## config.mk

```make
export PLATFORM = sky130hd
export DESIGN_NAME = matrix_vector_multiply_top
export DESIGN_NICKNAME = d
export VERILOG_FILES = /design/src/mvm_pkg.sv /design/src/matrix_vector_multiply_top.sv /design/src/mvm_fifo.sv /design/src/mvm_front.sv /design/src/mvm_back.sv
export VERILOG_INCLUDE_DIRS = /design/src /design/src/src
export SDC_FILE = /design/constraint.sdc
export NUM_CORES = 2
export LEC_CHECK = 0
export BUFFER_PORTS_ARGS = -buffer_cell sky130_fd_sc_hd__buf_2
export CORE_MARGIN = 8
export CORE_UTILIZATION = 55
export CTS_CLUSTER_SIZE = 40
export DETAILED_ROUTE_END_ITERATION = 12
export PLACE_DENSITY = 0.71
export SLEW_MARGIN = 25
export SYNTH_ARGS = -nofsm -noshare
export SYNTH_HDL_FRONTEND = slang
export SYNTH_MEMORY_MAX_BITS = 65536
export SYNTH_SLANG_ARGS = --single-unit
```

## constraint.sdc

```tcl
create_clock -name clk -period 7.68 [get_ports clk]
set_input_delay 0.384 -clock clk [delete_from_list [all_inputs] [get_ports clk]]
set_output_delay 0.384 -clock clk [all_outputs]
set_load 0.01 [all_outputs]
```

## src/assert_macros.svh

```systemverilog
// Assertion macros for the RTL of the matrix-vector multiply block.
// Included by files that carry concurrent checks; empty bodies under SYNTHESIS.
`ifndef ASSERT_MACROS_SVH
`define ASSERT_MACROS_SVH
`ifndef SYNTHESIS
`define ASSERT_IMPLY(lbl, clk, rst_n, ante, cons) \
  lbl: assert property (@(posedge clk) disable iff (!rst_n) (ante) |-> (cons)) \
    else $error("same-cycle check failed");
`define ASSERT_NEXT(lbl, clk, rst_n, ante, cons) \
  lbl: assert property (@(posedge clk) disable iff (!rst_n) (ante) |=> (cons)) \
    else $error("next-cycle check failed");
`else
`define ASSERT_IMPLY(lbl, clk, rst_n, ante, cons)
`define ASSERT_NEXT(lbl, clk, rst_n, ante, cons)
`endif
`endif

```

## src/mvm_pkg.sv

```systemverilog
// Shared types and constants of the matrix-vector multiply block.
// No dependencies; imported by every module of the block.
`timescale 1ns / 1ps

package mvm_pkg;

  localparam int ACC_W       = 48;  // row accumulator width
  localparam int OUT_W       = 32;  // emitted dot product width
  localparam int ROW_OUT_W   = 4;   // out_row width
  localparam int CFG_W       = 5;   // configuration data width
  localparam int CFG_IDX_W   = 1;
  localparam int QUEUE_DEPTH = 2;
  localparam int QPTR_W      = 1;
  localparam int QCNT_W      = 2;

  localparam logic [CFG_IDX_W-1:0] CFG_ROWS_IN_USE = 1'b0;
  localparam logic [CFG_IDX_W-1:0] CFG_COLS_IN_USE = 1'b1;

  typedef enum logic [0:0] {
    OP_LOAD = 1'b0,
    OP_VEC  = 1'b1
  } op_t;

  typedef enum logic [1:0] {
    ST_IDLE,
    ST_MAC,
    ST_DRAIN,
    ST_EMIT
  } state_t;

  typedef struct packed {
    logic                        valid;
    logic [ROW_OUT_W-1:0]        row;
    logic signed [OUT_W-1:0]     value;
    logic                        last;
    logic                        mismatch;
  } result_t;

endpackage

```

## src/matrix_vector_multiply_top.sv

```systemverilog
// Top level of the matrix-vector multiply block: configuration registers,
// front (queue) and back (multiply-accumulate). Uses mvm_pkg, mvm_front, mvm_back.
//
//   Channel   Handshake            Payload
//   input     start / busy         in_req_type, in_row_index, in_col_index,
//                                  in_element_value, in_is_last
//   result    out_valid (strobe)   out_row, out_product_value, out_last_of_run,
//                                  out_length_mismatch
//   config    cfg_we               cfg_index, cfg_wdata
//
// Items pass a two-entry queue; busy is high while it is full. In the back a load
// is written to the weight store when it is popped, and a vector element passes
// the single multiply-accumulate unit that visits one row per cycle. An element marked
// last adds a result pass over the rows in use; results leave one per cycle, through a
// result register that follows the accumulator reads. Reset empties the queue and accumulators and
// sets both registers to their maximum; the weight store keeps its contents.
// The receiver cannot stall: each result stands for one cycle only.
`timescale 1ns / 1ps
`include "assert_macros.svh"

module matrix_vector_multiply_top import mvm_pkg::*; #(
  parameter int ROWS       = 16,
  parameter int COLS       = 16,
  parameter int VALUE_BITS = 16
) (
  input  logic                        clk,
  input  logic                        rst_n,
  input  logic                        start,
  output logic                        busy,
  input  logic                        in_req_type,
  input  logic [3:0]                  in_row_index,
  input  logic [3:0]                  in_col_index,
  input  logic signed [VALUE_BITS-1:0] in_element_value,
  input  logic                        in_is_last,
  output logic                        out_valid,
  output logic [ROW_OUT_W-1:0]        out_row,
  output logic signed [OUT_W-1:0]     out_product_value,
  output logic                        out_last_of_run,
  output logic                        out_length_mismatch,
  input  logic                        cfg_we,
  input  logic [CFG_IDX_W-1:0]        cfg_index,
  input  logic [CFG_W-1:0]            cfg_wdata
);

  localparam int AW   = (ROWS * COLS > 1) ? $clog2(ROWS * COLS) : 1;
  localparam int QW   = AW + VALUE_BITS + 2;
  localparam int NR_W = $clog2(ROWS + 1);
  localparam int NC_W = $clog2(COLS + 1);

  // Registers hold the effective counts: zero counts as one, large values clip.
  logic [NR_W-1:0] nrows_r, nrows_nxt;
  logic [NC_W-1:0] ncols_r, ncols_nxt;
  logic            q_pop;
  logic            q_valid;
  logic [QW-1:0]   q_data;
  result_t         res;

  always_comb begin
    nrows_nxt = nrows_r;
    ncols_nxt = ncols_r;
    if (cfg_we) begin
      case (cfg_index)
        CFG_ROWS_IN_USE: begin
          if (cfg_wdata == '0) begin
            nrows_nxt = NR_W'(1);
          end else if (32'(cfg_wdata) > ROWS) begin
            nrows_nxt = NR_W'(ROWS);
          end else begin
            nrows_nxt = NR_W'(cfg_wdata);
          end
        end
        CFG_COLS_IN_USE: begin
          if (cfg_wdata == '0) begin
            ncols_nxt = NC_W'(1);
          end else if (32'(cfg_wdata) > COLS) begin
            ncols_nxt = NC_W'(COLS);
          end else begin
            ncols_nxt = NC_W'(cfg_wdata);
          end
        end
        default: begin
          nrows_nxt = nrows_r;
        end
      endcase
    end
  end

  always_ff @(posedge clk) begin
    if (!rst_n) begin
      nrows_r <= NR_W'(ROWS);
      ncols_r <= NC_W'(COLS);
    end else begin
      nrows_r <= nrows_nxt;
      ncols_r <= ncols_nxt;
    end
  end

  mvm_front #(
    .ROWS      (ROWS),
    .COLS      (COLS),
    .VALUE_BITS(VALUE_BITS)
  ) u_front (
    .clk          (clk),
    .rst_n        (rst_n),
    .start        (start),
    .busy         (busy),
    .req_type     (in_req_type),
    .row_index    (in_row_index),
    .col_index    (in_col_index),
    .element_value(in_element_value),
    .is_last      (in_is_last),
    .q_pop        (q_pop),
    .q_valid      (q_valid),
    .q_data       (q_data)
  );

  mvm_back #(
    .ROWS      (ROWS),
    .COLS      (COLS),
    .VALUE_BITS(VALUE_BITS)
  ) u_back (
    .clk    (clk),
    .rst_n  (rst_n),
    .q_valid(q_valid),
    .q_data (q_data),
    .q_pop  (q_pop),
    .nrows  (nrows_r),
    .ncols  (ncols_r),
    .res    (res)
  );

  assign out_valid           = res.valid;
  assign out_row             = res.row;
  assign out_product_value   = res.value;
  assign out_last_of_run     = res.last;
  assign out_length_mismatch = res.mismatch;

  // Results of one vector leave back to back, in row order.
  `ASSERT_NEXT(a_rows_in_order, clk, rst_n, out_valid && !out_last_of_run, out_valid && (out_row == ROW_OUT_W'($past(out_row) + 1'b1)))
  // A new run needs at least one more vector element, so a gap follows the last result.
  `ASSERT_NEXT(a_gap_after_run, clk, rst_n, out_valid && out_last_of_run, !out_valid)
  `ASSERT_IMPLY(a_mismatch_zero, clk, rst_n, out_valid && out_length_mismatch, out_product_value == '0)
  // The mismatch flag stays the same across the results of one vector.
  `ASSERT_NEXT(a_flag_steady, clk, rst_n, out_valid && !out_last_of_run, out_length_mismatch == $past(out_length_mismatch))

endmodule

```

## src/mvm_fifo.sv

```systemverilog
// Small item queue between the front and the back of the block.
// Depends on mvm_pkg for its depth and pointer widths.
`timescale 1ns / 1ps

module mvm_fifo import mvm_pkg::*; #(
  parameter int WIDTH = 22
) (
  input  logic             clk,
  input  logic             rst_n,
  input  logic             push,
  input  logic [WIDTH-1:0] din,
  output logic             full,
  input  logic             pop,
  output logic             valid,
  output logic [WIDTH-1:0] dout
);

  logic [WIDTH-1:0]  store [QUEUE_DEPTH];
  logic [QPTR_W-1:0] wp_r, wp_nxt;
  logic [QPTR_W-1:0] rp_r, rp_nxt;
  logic [QCNT_W-1:0] cnt_r, cnt_nxt;
  logic              do_push, do_pop;

  assign full    = (cnt_r == QCNT_W'(QUEUE_DEPTH));
  assign valid   = (cnt_r != '0);
  assign dout    = store[rp_r];
  assign do_push = push && !full;
  assign do_pop  = pop && valid;

  always_comb begin
    wp_nxt  = wp_r;
    rp_nxt  = rp_r;
    cnt_nxt = cnt_r;
    if (do_push) begin
      wp_nxt = (wp_r == QPTR_W'(QUEUE_DEPTH - 1)) ? '0 : wp_r + 1'b1;
    end
    if (do_pop) begin
      rp_nxt = (rp_r == QPTR_W'(QUEUE_DEPTH - 1)) ? '0 : rp_r + 1'b1;
    end
    if (do_push && !do_pop) begin
      cnt_nxt = cnt_r + 1'b1;
    end else if (do_pop && !do_push) begin
      cnt_nxt = cnt_r - 1'b1;
    end
  end

  always_ff @(posedge clk) begin
    if (!rst_n) begin
      wp_r  <= '0;
      rp_r  <= '0;
      cnt_r <= '0;
    end else begin
      wp_r  <= wp_nxt;
      rp_r  <= rp_nxt;
      cnt_r <= cnt_nxt;
    end
  end

  always_ff @(posedge clk) begin
    if (do_push) begin
      store[wp_r] <= din;
    end
  end

endmodule

```

## src/mvm_front.sv

```systemverilog
// Front of the block: takes items, sorts loads from vector elements,
// drops out-of-range loads and queues the rest. Uses mvm_pkg and mvm_fifo.
`timescale 1ns / 1ps

module mvm_front import mvm_pkg::*; #(
  parameter int ROWS       = 16,
  parameter int COLS       = 16,
  parameter int VALUE_BITS = 16
) (
  input  logic                  clk,
  input  logic                  rst_n,
  input  logic                  start,
  output logic                  busy,
  input  logic                  req_type,
  input  logic [3:0]            row_index,
  input  logic [3:0]            col_index,
  input  logic [VALUE_BITS-1:0] element_value,
  input  logic                  is_last,
  input  logic                  q_pop,
  output logic                  q_valid,
  output logic [1 + ((ROWS*COLS > 1) ? $clog2(ROWS*COLS) : 1) + VALUE_BITS:0] q_data
);

  localparam int AW = (ROWS * COLS > 1) ? $clog2(ROWS * COLS) : 1;
  localparam int QW = AW + VALUE_BITS + 2;

  logic          in_range;
  logic          push;
  op_t           op;
  logic [AW-1:0] addr;
  logic [QW-1:0] entry;

  assign in_range = (32'(row_index) < ROWS) && (32'(col_index) < COLS);
  assign op       = req_type ? OP_VEC : OP_LOAD;
  assign addr     = AW'(32'(row_index) * COLS + 32'(col_index));
  // A load outside the weight store is taken but never reaches the back.
  assign push     = start && !busy && ((op == OP_VEC) || in_range);
  assign entry    = {op, addr, element_value, is_last};

  mvm_fifo #(
    .WIDTH(QW)
  ) u_queue (
    .clk  (clk),
    .rst_n(rst_n),
    .push (push),
    .din  (entry),
    .full (busy),
    .pop  (q_pop),
    .valid(q_valid),
    .dout (q_data)
  );

endmodule

```

## src/mvm_back.sv

```systemverilog
// Back of the block: weight store, shared multiply-accumulate over the rows,
// and the result pass. Depends on mvm_pkg; fed by the queue in mvm_front.
`timescale 1ns / 1ps

module mvm_back import mvm_pkg::*; #(
  parameter int ROWS       = 16,
  parameter int COLS       = 16,
  parameter int VALUE_BITS = 16
) (
  input  logic                                    clk,
  input  logic                                    rst_n,
  input  logic                                    q_valid,
  input  logic [1 + ((ROWS*COLS > 1) ? $clog2(ROWS*COLS) : 1) + VALUE_BITS:0] q_data,
  output logic                                    q_pop,
  input  logic [$clog2(ROWS + 1)-1:0]             nrows,
  input  logic [$clog2(COLS + 1)-1:0]             ncols,
  output result_t                                 res
);

  localparam int AW        = (ROWS * COLS > 1) ? $clog2(ROWS * COLS) : 1;
  localparam int QW        = AW + VALUE_BITS + 2;
  localparam int RIW       = (ROWS > 1) ? $clog2(ROWS) : 1;
  localparam int CNT_W     = $clog2(2 * COLS);
  localparam int COUNT_MAX = 2 * COLS - 1;
  localparam int PW        = 2 * VALUE_BITS;
  localparam int SUM_W     = ((PW > ACC_W) ? PW : ACC_W) + 1;

  localparam logic signed [SUM_W-1:0] ACC_HI = SUM_W'({1'b0, {(ACC_W - 1){1'b1}}});
  localparam logic signed [SUM_W-1:0] ACC_LO = -ACC_HI - 1;
  localparam logic signed [ACC_W-1:0] OUT_HI = ACC_W'({1'b0, {(OUT_W - 1){1'b1}}});
  localparam logic signed [ACC_W-1:0] OUT_LO = -OUT_HI - 1;

  function automatic logic signed [ACC_W-1:0] sat_acc(input logic signed [SUM_W-1:0] s);
    logic signed [ACC_W-1:0] r;
    if (s > ACC_HI) begin
      r = ACC_HI[ACC_W-1:0];
    end else if (s < ACC_LO) begin
      r = ACC_LO[ACC_W-1:0];
    end else begin
      r = s[ACC_W-1:0];
    end
    return r;
  endfunction

  function automatic logic signed [OUT_W-1:0] sat_out(input logic signed [ACC_W-1:0] a);
    logic signed [OUT_W-1:0] r;
    if (a > OUT_HI) begin
      r = OUT_HI[OUT_W-1:0];
    end else if (a < OUT_LO) begin
      r = OUT_LO[OUT_W-1:0];
    end else begin
      r = a[OUT_W-1:0];
    end
    return r;
  endfunction

  // Queue entry fields.
  op_t                         q_op;
  logic [AW-1:0]               q_addr;
  logic [VALUE_BITS-1:0]       q_value;
  logic                        q_last;

  assign q_op    = op_t'(q_data[QW-1]);
  assign q_addr  = q_data[QW-2 -: AW];
  assign q_value = q_data[VALUE_BITS:1];
  assign q_last  = q_data[0];

  // Sequencer state.
  state_t                         st_r, st_nxt;
  logic [CNT_W-1:0]               count_r, count_nxt;
  logic [RIW-1:0]                 row_r, row_nxt;
  logic [AW-1:0]                  addr_r, addr_nxt;
  logic signed [VALUE_BITS-1:0]   value_r, value_nxt;
  logic                           last_r, last_nxt;
  logic                           mis_r, mis_nxt;

  logic                           wt_we;
  logic                           issue_mac;
  logic                           issue_emit;
  logic                           clr_acc;
  logic [CNT_W-1:0]               count_inc;
  logic                           do_mac;
  logic                           last_row;

  // Storage and datapath registers.
  logic [VALUE_BITS-1:0]          wmem [ROWS * COLS];
  logic signed [ACC_W-1:0]        accm [ROWS];
  logic [ROWS-1:0]                accv_r;
  logic [VALUE_BITS-1:0]          wt_rd_r;
  logic signed [ACC_W-1:0]        acc_rd_r;
  logic                           accv_rd_r;
  logic                           b_vld_r;
  logic [RIW-1:0]                 b_row_r;
  logic signed [PW-1:0]           prod_r;
  logic signed [ACC_W-1:0]        accd_r;
  logic                           c_vld_r;
  logic [RIW-1:0]                 c_row_r;
  logic signed [SUM_W-1:0]        sum;
  logic                           e1_vld_r;
  logic [RIW-1:0]                 e1_row_r;
  logic                           e1_last_r;
  logic                           e1_mis_r;
  result_t                        res_r;

  assign count_inc = (32'(count_r) < COUNT_MAX) ? count_r + 1'b1 : count_r;
  assign do_mac    = 32'(count_r) < 32'(ncols);
  assign last_row  = (32'(row_r) == 32'(nrows) - 1);

  always_comb begin
    st_nxt     = st_r;
    count_nxt  = count_r;
    row_nxt    = row_r;
    addr_nxt   = addr_r;
    value_nxt  = value_r;
    last_nxt   = last_r;
    mis_nxt    = mis_r;
    q_pop      = 1'b0;
    wt_we      = 1'b0;
    issue_mac  = 1'b0;
    issue_emit = 1'b0;
    clr_acc    = 1'b0;
    case (st_r)
      ST_IDLE: begin
        if (q_valid) begin
          q_pop = 1'b1;
          if (q_op == OP_LOAD) begin
            wt_we = 1'b1;
          end else begin
            value_nxt = $signed(q_value);
            last_nxt  = q_last;
            count_nxt = count_inc;
            mis_nxt   = (32'(count_inc) != 32'(ncols));
            row_nxt   = '0;
            addr_nxt  = AW'(count_r);
            // Elements past the column count are only counted.
            if (do_mac) begin
              st_nxt = ST_MAC;
            end else if (q_last) begin
              st_nxt = ST_EMIT;
            end
          end
        end
      end
      ST_MAC: begin
        issue_mac = 1'b1;
        row_nxt   = row_r + 1'b1;
        addr_nxt  = addr_r + AW'(COLS);
        if (last_row) begin
          st_nxt = ST_DRAIN;
        end
      end
      ST_DRAIN: begin
        if (!b_vld_r && !c_vld_r) begin
          row_nxt = '0;
          st_nxt  = last_r ? ST_EMIT : ST_IDLE;
        end
      end
      ST_EMIT: begin
        issue_emit = 1'b1;
        row_nxt    = row_r + 1'b1;
        if (last_row) begin
          clr_acc   = 1'b1;
          count_nxt = '0;
          st_nxt    = ST_IDLE;
        end
      end
      default: begin
        st_nxt = ST_IDLE;
      end
    endcase
  end

  always_ff @(posedge clk) begin
    if (!rst_n) begin
      st_r    <= ST_IDLE;
      count_r <= '0;
      row_r   <= '0;
      last_r  <= 1'b0;
      mis_r   <= 1'b0;
    end else begin
      st_r    <= st_nxt;
      count_r <= count_nxt;
      row_r   <= row_nxt;
      last_r  <= last_nxt;
      mis_r   <= mis_nxt;
    end
  end

  always_ff @(posedge clk) begin
    addr_r  <= addr_nxt;
    value_r <= value_nxt;
  end

  // Weight store and accumulator memory, registered reads.
  always_ff @(posedge clk) begin
    if (wt_we) begin
      wmem[q_addr] <= q_value;
    end
    wt_rd_r <= wmem[addr_r];
  end

  assign sum = SUM_W'(accd_r) + SUM_W'(prod_r);

  always_ff @(posedge clk) begin
    if (c_vld_r) begin
      accm[c_row_r] <= sat_acc(sum);
    end
    acc_rd_r <= accm[row_r];
  end

  // An accumulator that has not been written since the last result pass
  // reads as zero.
  always_ff @(posedge clk) begin
    if (!rst_n) begin
      accv_r <= '0;
    end else if (clr_acc) begin
      accv_r <= '0;
    end else if (c_vld_r) begin
      accv_r[c_row_r] <= 1'b1;
    end
  end

  always_ff @(posedge clk) begin
    accv_rd_r <= accv_r[row_r];
    b_row_r   <= row_r;
    prod_r    <= $signed(wt_rd_r) * value_r;
    accd_r    <= accv_rd_r ? acc_rd_r : '0;
    c_row_r   <= b_row_r;
    e1_row_r  <= row_r;
    e1_last_r <= last_row;
    e1_mis_r  <= mis_r;
  end

  always_ff @(posedge clk) begin
    if (!rst_n) begin
      b_vld_r     <= 1'b0;
      c_vld_r     <= 1'b0;
      e1_vld_r    <= 1'b0;
      res_r.valid <= 1'b0;
    end else begin
      b_vld_r        <= issue_mac;
      c_vld_r        <= b_vld_r;
      e1_vld_r       <= issue_emit;
      res_r.valid    <= e1_vld_r;
      res_r.row      <= ROW_OUT_W'(e1_row_r);
      res_r.value    <= e1_mis_r ? '0 : sat_out(accv_rd_r ? acc_rd_r : '0);
      res_r.last     <= e1_last_r;
      res_r.mismatch <= e1_mis_r;
    end
  end

  assign res = res_r;

endmodule
```

==> flow_metrics.tcl <==
set metrics [dict create \
    status "finished, final reports clean" \
    dpl.hpwl_mm 290 \
    cts_sinks 5181 \
    worstPathMaxFanout 16 \
    track_usage 0.255 \
    dr.first_iter.drc_count 13900 \
    synth_cell_type_count 75 \
    drtPass1Iterations 7 \
    die_y_um 631 \
    drc 0 \
    ys_dominant_reg_cell "edfxtp_1" \
    start_util 0.550 \
    crit_type "register to register" \
    cts_setup_buffers 0 \
    max-slew-margin-rel 0.256 \
    slew_violations 0 \
    wirelength_mm 512 \
    grt_start_max_net_pins 222 \
    path_common_cell "fa_1" \
    slowest_stage "edfxtp_1" \
    coreArea_um2 378000 \
    ctsHoldBuffers 40 \
    fin_ws_ns 0.645 \
    path_cells "and2_1 -> fa_1 -> inv_1 -> fa_1 -> fa_1 -> inv_1 -> fa_1 -> fa_1 -> inv_1 -> fa_1 -> inv_1 -> ha_1 -> a21o_1 -> a21o_1 -> a21oi_1 -> o22ai_1 -> o31ai_1 -> a21oi_1 -> a2111oi_0 -> o31ai_1 -> a21oi_1 -> xnor2_1" \
    fmax_mhz 142 \
    tritoncts "yes" \
    routabilityCongestion 0.832 \
    start_kind "register" \
    syn_avg_cell_area_um2 21.9 \
    setup-tns-final_ns 0 \
    io_buffers 75 \
    nets 10500 \
    drive_gt1_frac 0.283 \
    pre_cts_ws_ns 0.663 \
    num_vias 101000 \
    hold_class "input port to register" \
    detail-route-antenna-nets 0 \
    crit_required_ns 8.57 \
    hold_violations 0 \
    synth_area_leader_cell "edfxtp_1" \
    fillers 25100 \
    root_buffer "clkbuf_16" \
    ctsResizeCount 0 \
    worst_path_largest_cell_delay_ns 0.70 \
    grt_pass1_vias 103000 \
    clk_pin_slew_ns 0.06 \
    yosys-top-cells-area "edfxtp_1 72%, mux4_2 17%, fa_1 2.5%, dfxtp_1 2.0%, ha_1 0.84%" \
    io_pins 76 \
    seq_area_um2 154000 \
    dpl_cell_area_um2 217000 \
    synth_edf_count 4978 \
    antenna_found_initial 29 \
    cap_violations 0 \
    syn-cell-area_um2 208000 \
    synth_cells 9497 \
    cts_inserted_buffers 518 \
    synth.top_cell.area_share 0.719 \
    clock_skew_ns 0.0834 \
    syn-num-nets 9935 \
    synthTopCellsByCount "4978 x edfxtp_1, 1589 x mux4_2, 387 x nor2_1, 331 x inv_1, 314 x clkbuf_1" \
    h-tree-depth 6 \
    stdcell_area_um2 234000 \
    finalCritPeriodShare 0.916 \
    yosysMostFrequentCell "edfxtp_1" \
    worst_pin_slew_ns 1.12 \
    worstSetupEndpointType "register" \
    routedWlPerCell_um 33.0 \
    fp-row-count 226 \
    rsz0062_at_grt "no" \
    worstPathArrival_ns 7.92 \
    viasPerCell 6.52 \
    multi_input_area_um2 51900 \
    yosysSeqAreaShare 0.738 \
    area_growth_pct 12.7 \
    setup_violations 0 \
    clockBufferDepth 4 \
    grt_pass1_wl_mm 738 \
    die_area_um2 398000 \
    clk_latency_ns 1.04 \
    die-width_um 631 \
    grt.overflow.total 0 \
    ys_warn_count 0 \
    ys_ff_latch 5181 \
    finalCriticalPeriod_ns 7.03 \
    async_flop_share 0 \
]
flip-flops by register name, summed over array words and instances, names as in the netlist, 32 cells and up, named ones only:
register               cells
u_back.accd_r             48
u_back.wmem             4096
u_back.res                39
u_back.acc_rd_r           48
u_back.prod_r             32
u_front.u_queue.store     52
u_back.accm              768
logic make-up after synthesis:
| group | share of synthesized area |
|---|---|
| adder cells (fa/ha/maj) | 0.0337 |
| XOR/XNOR | 0.00409 |
| multiplexers | 0.174 |
| AO/OA/AOI/OAI | 0.0129 |
| flip-flops | 0.738 |
| buffers and inverters | 0.0157 |
| AND/OR/NAND/NOR | 0.0208 |
layer usage:
metal	vias up	global-route usage	routed length, µm
li1	40200	-	-
met1	54200	0.364	198000
met2	5904	0.403	246000
met3	922	0.0521	50900
met4	10	0.0818	17400
met5	-	0	80
worst paths after layout:
path	slack, ns	cells after the start	startpoint	endpoint
worst max-delay path	0.65	22	u_back.value_r[4]	u_back.prod_r[31]
worst min-delay path	0.09	2	in_element_value[2]	u_front.u_queue.store[0][3]
worst max register to register	0.65	22	u_back.value_r[4]	u_back.prod_r[31]
worst min register to register	0.35	0	u_back.mis_r	u_back.e1_mis_r
placed cells by master, fill, tap and decap left out, drive strengths merged, types with 72 or more instances in the layout:
master	count
buf	500
edfxtp	4978
nand2	238
clkbuf	668
a21oi	124
inv	351
fa	263
clkinv	193
o21ai	72
ha	139
and2	169
nor2	387
mux4	1589
dfxtp	203
worst max-delay path: cells and delay by family (launching register included):
kind	cells	cell delay, ns
DFF	1	0.70
buffers and inverters	4	0.19
and+or+nand+nor	1	0.32
xor gates and xnor gates	1	0.14
adders and majority gates	7	3.40
AOI/OAI and AO/OA	9	2.20
stage by stage:
step	hold slack (ns)	util	std cells
after floorplan	0.326	-	9497
after global placement	0.337	0.574	14500
after detailed placement	0.341	0.574	14500
after CTS	0.0127	0.619	15500
after global routing	0.0454	0.620	15500
final	0.0867	0.620	15500
final cells by class:
class | count | area share
Antenna cell | 22 | 0.000235
Clock buffer | 668 | 0.0596
Clock inverter | 268 | 0.0111
Inverter | 333 | 0.00534
Multi-Input combinational cell | 3498 | 0.222
Sequential cell | 5181 | 0.655
Tap cell | 5016 | 0.0268
Timing Repair Buffer | 540 | 0.0199
Power is left out: the tool's default activity adds up to more than one toggle a clock period on the data nets, which glitch-free logic cannot reach.
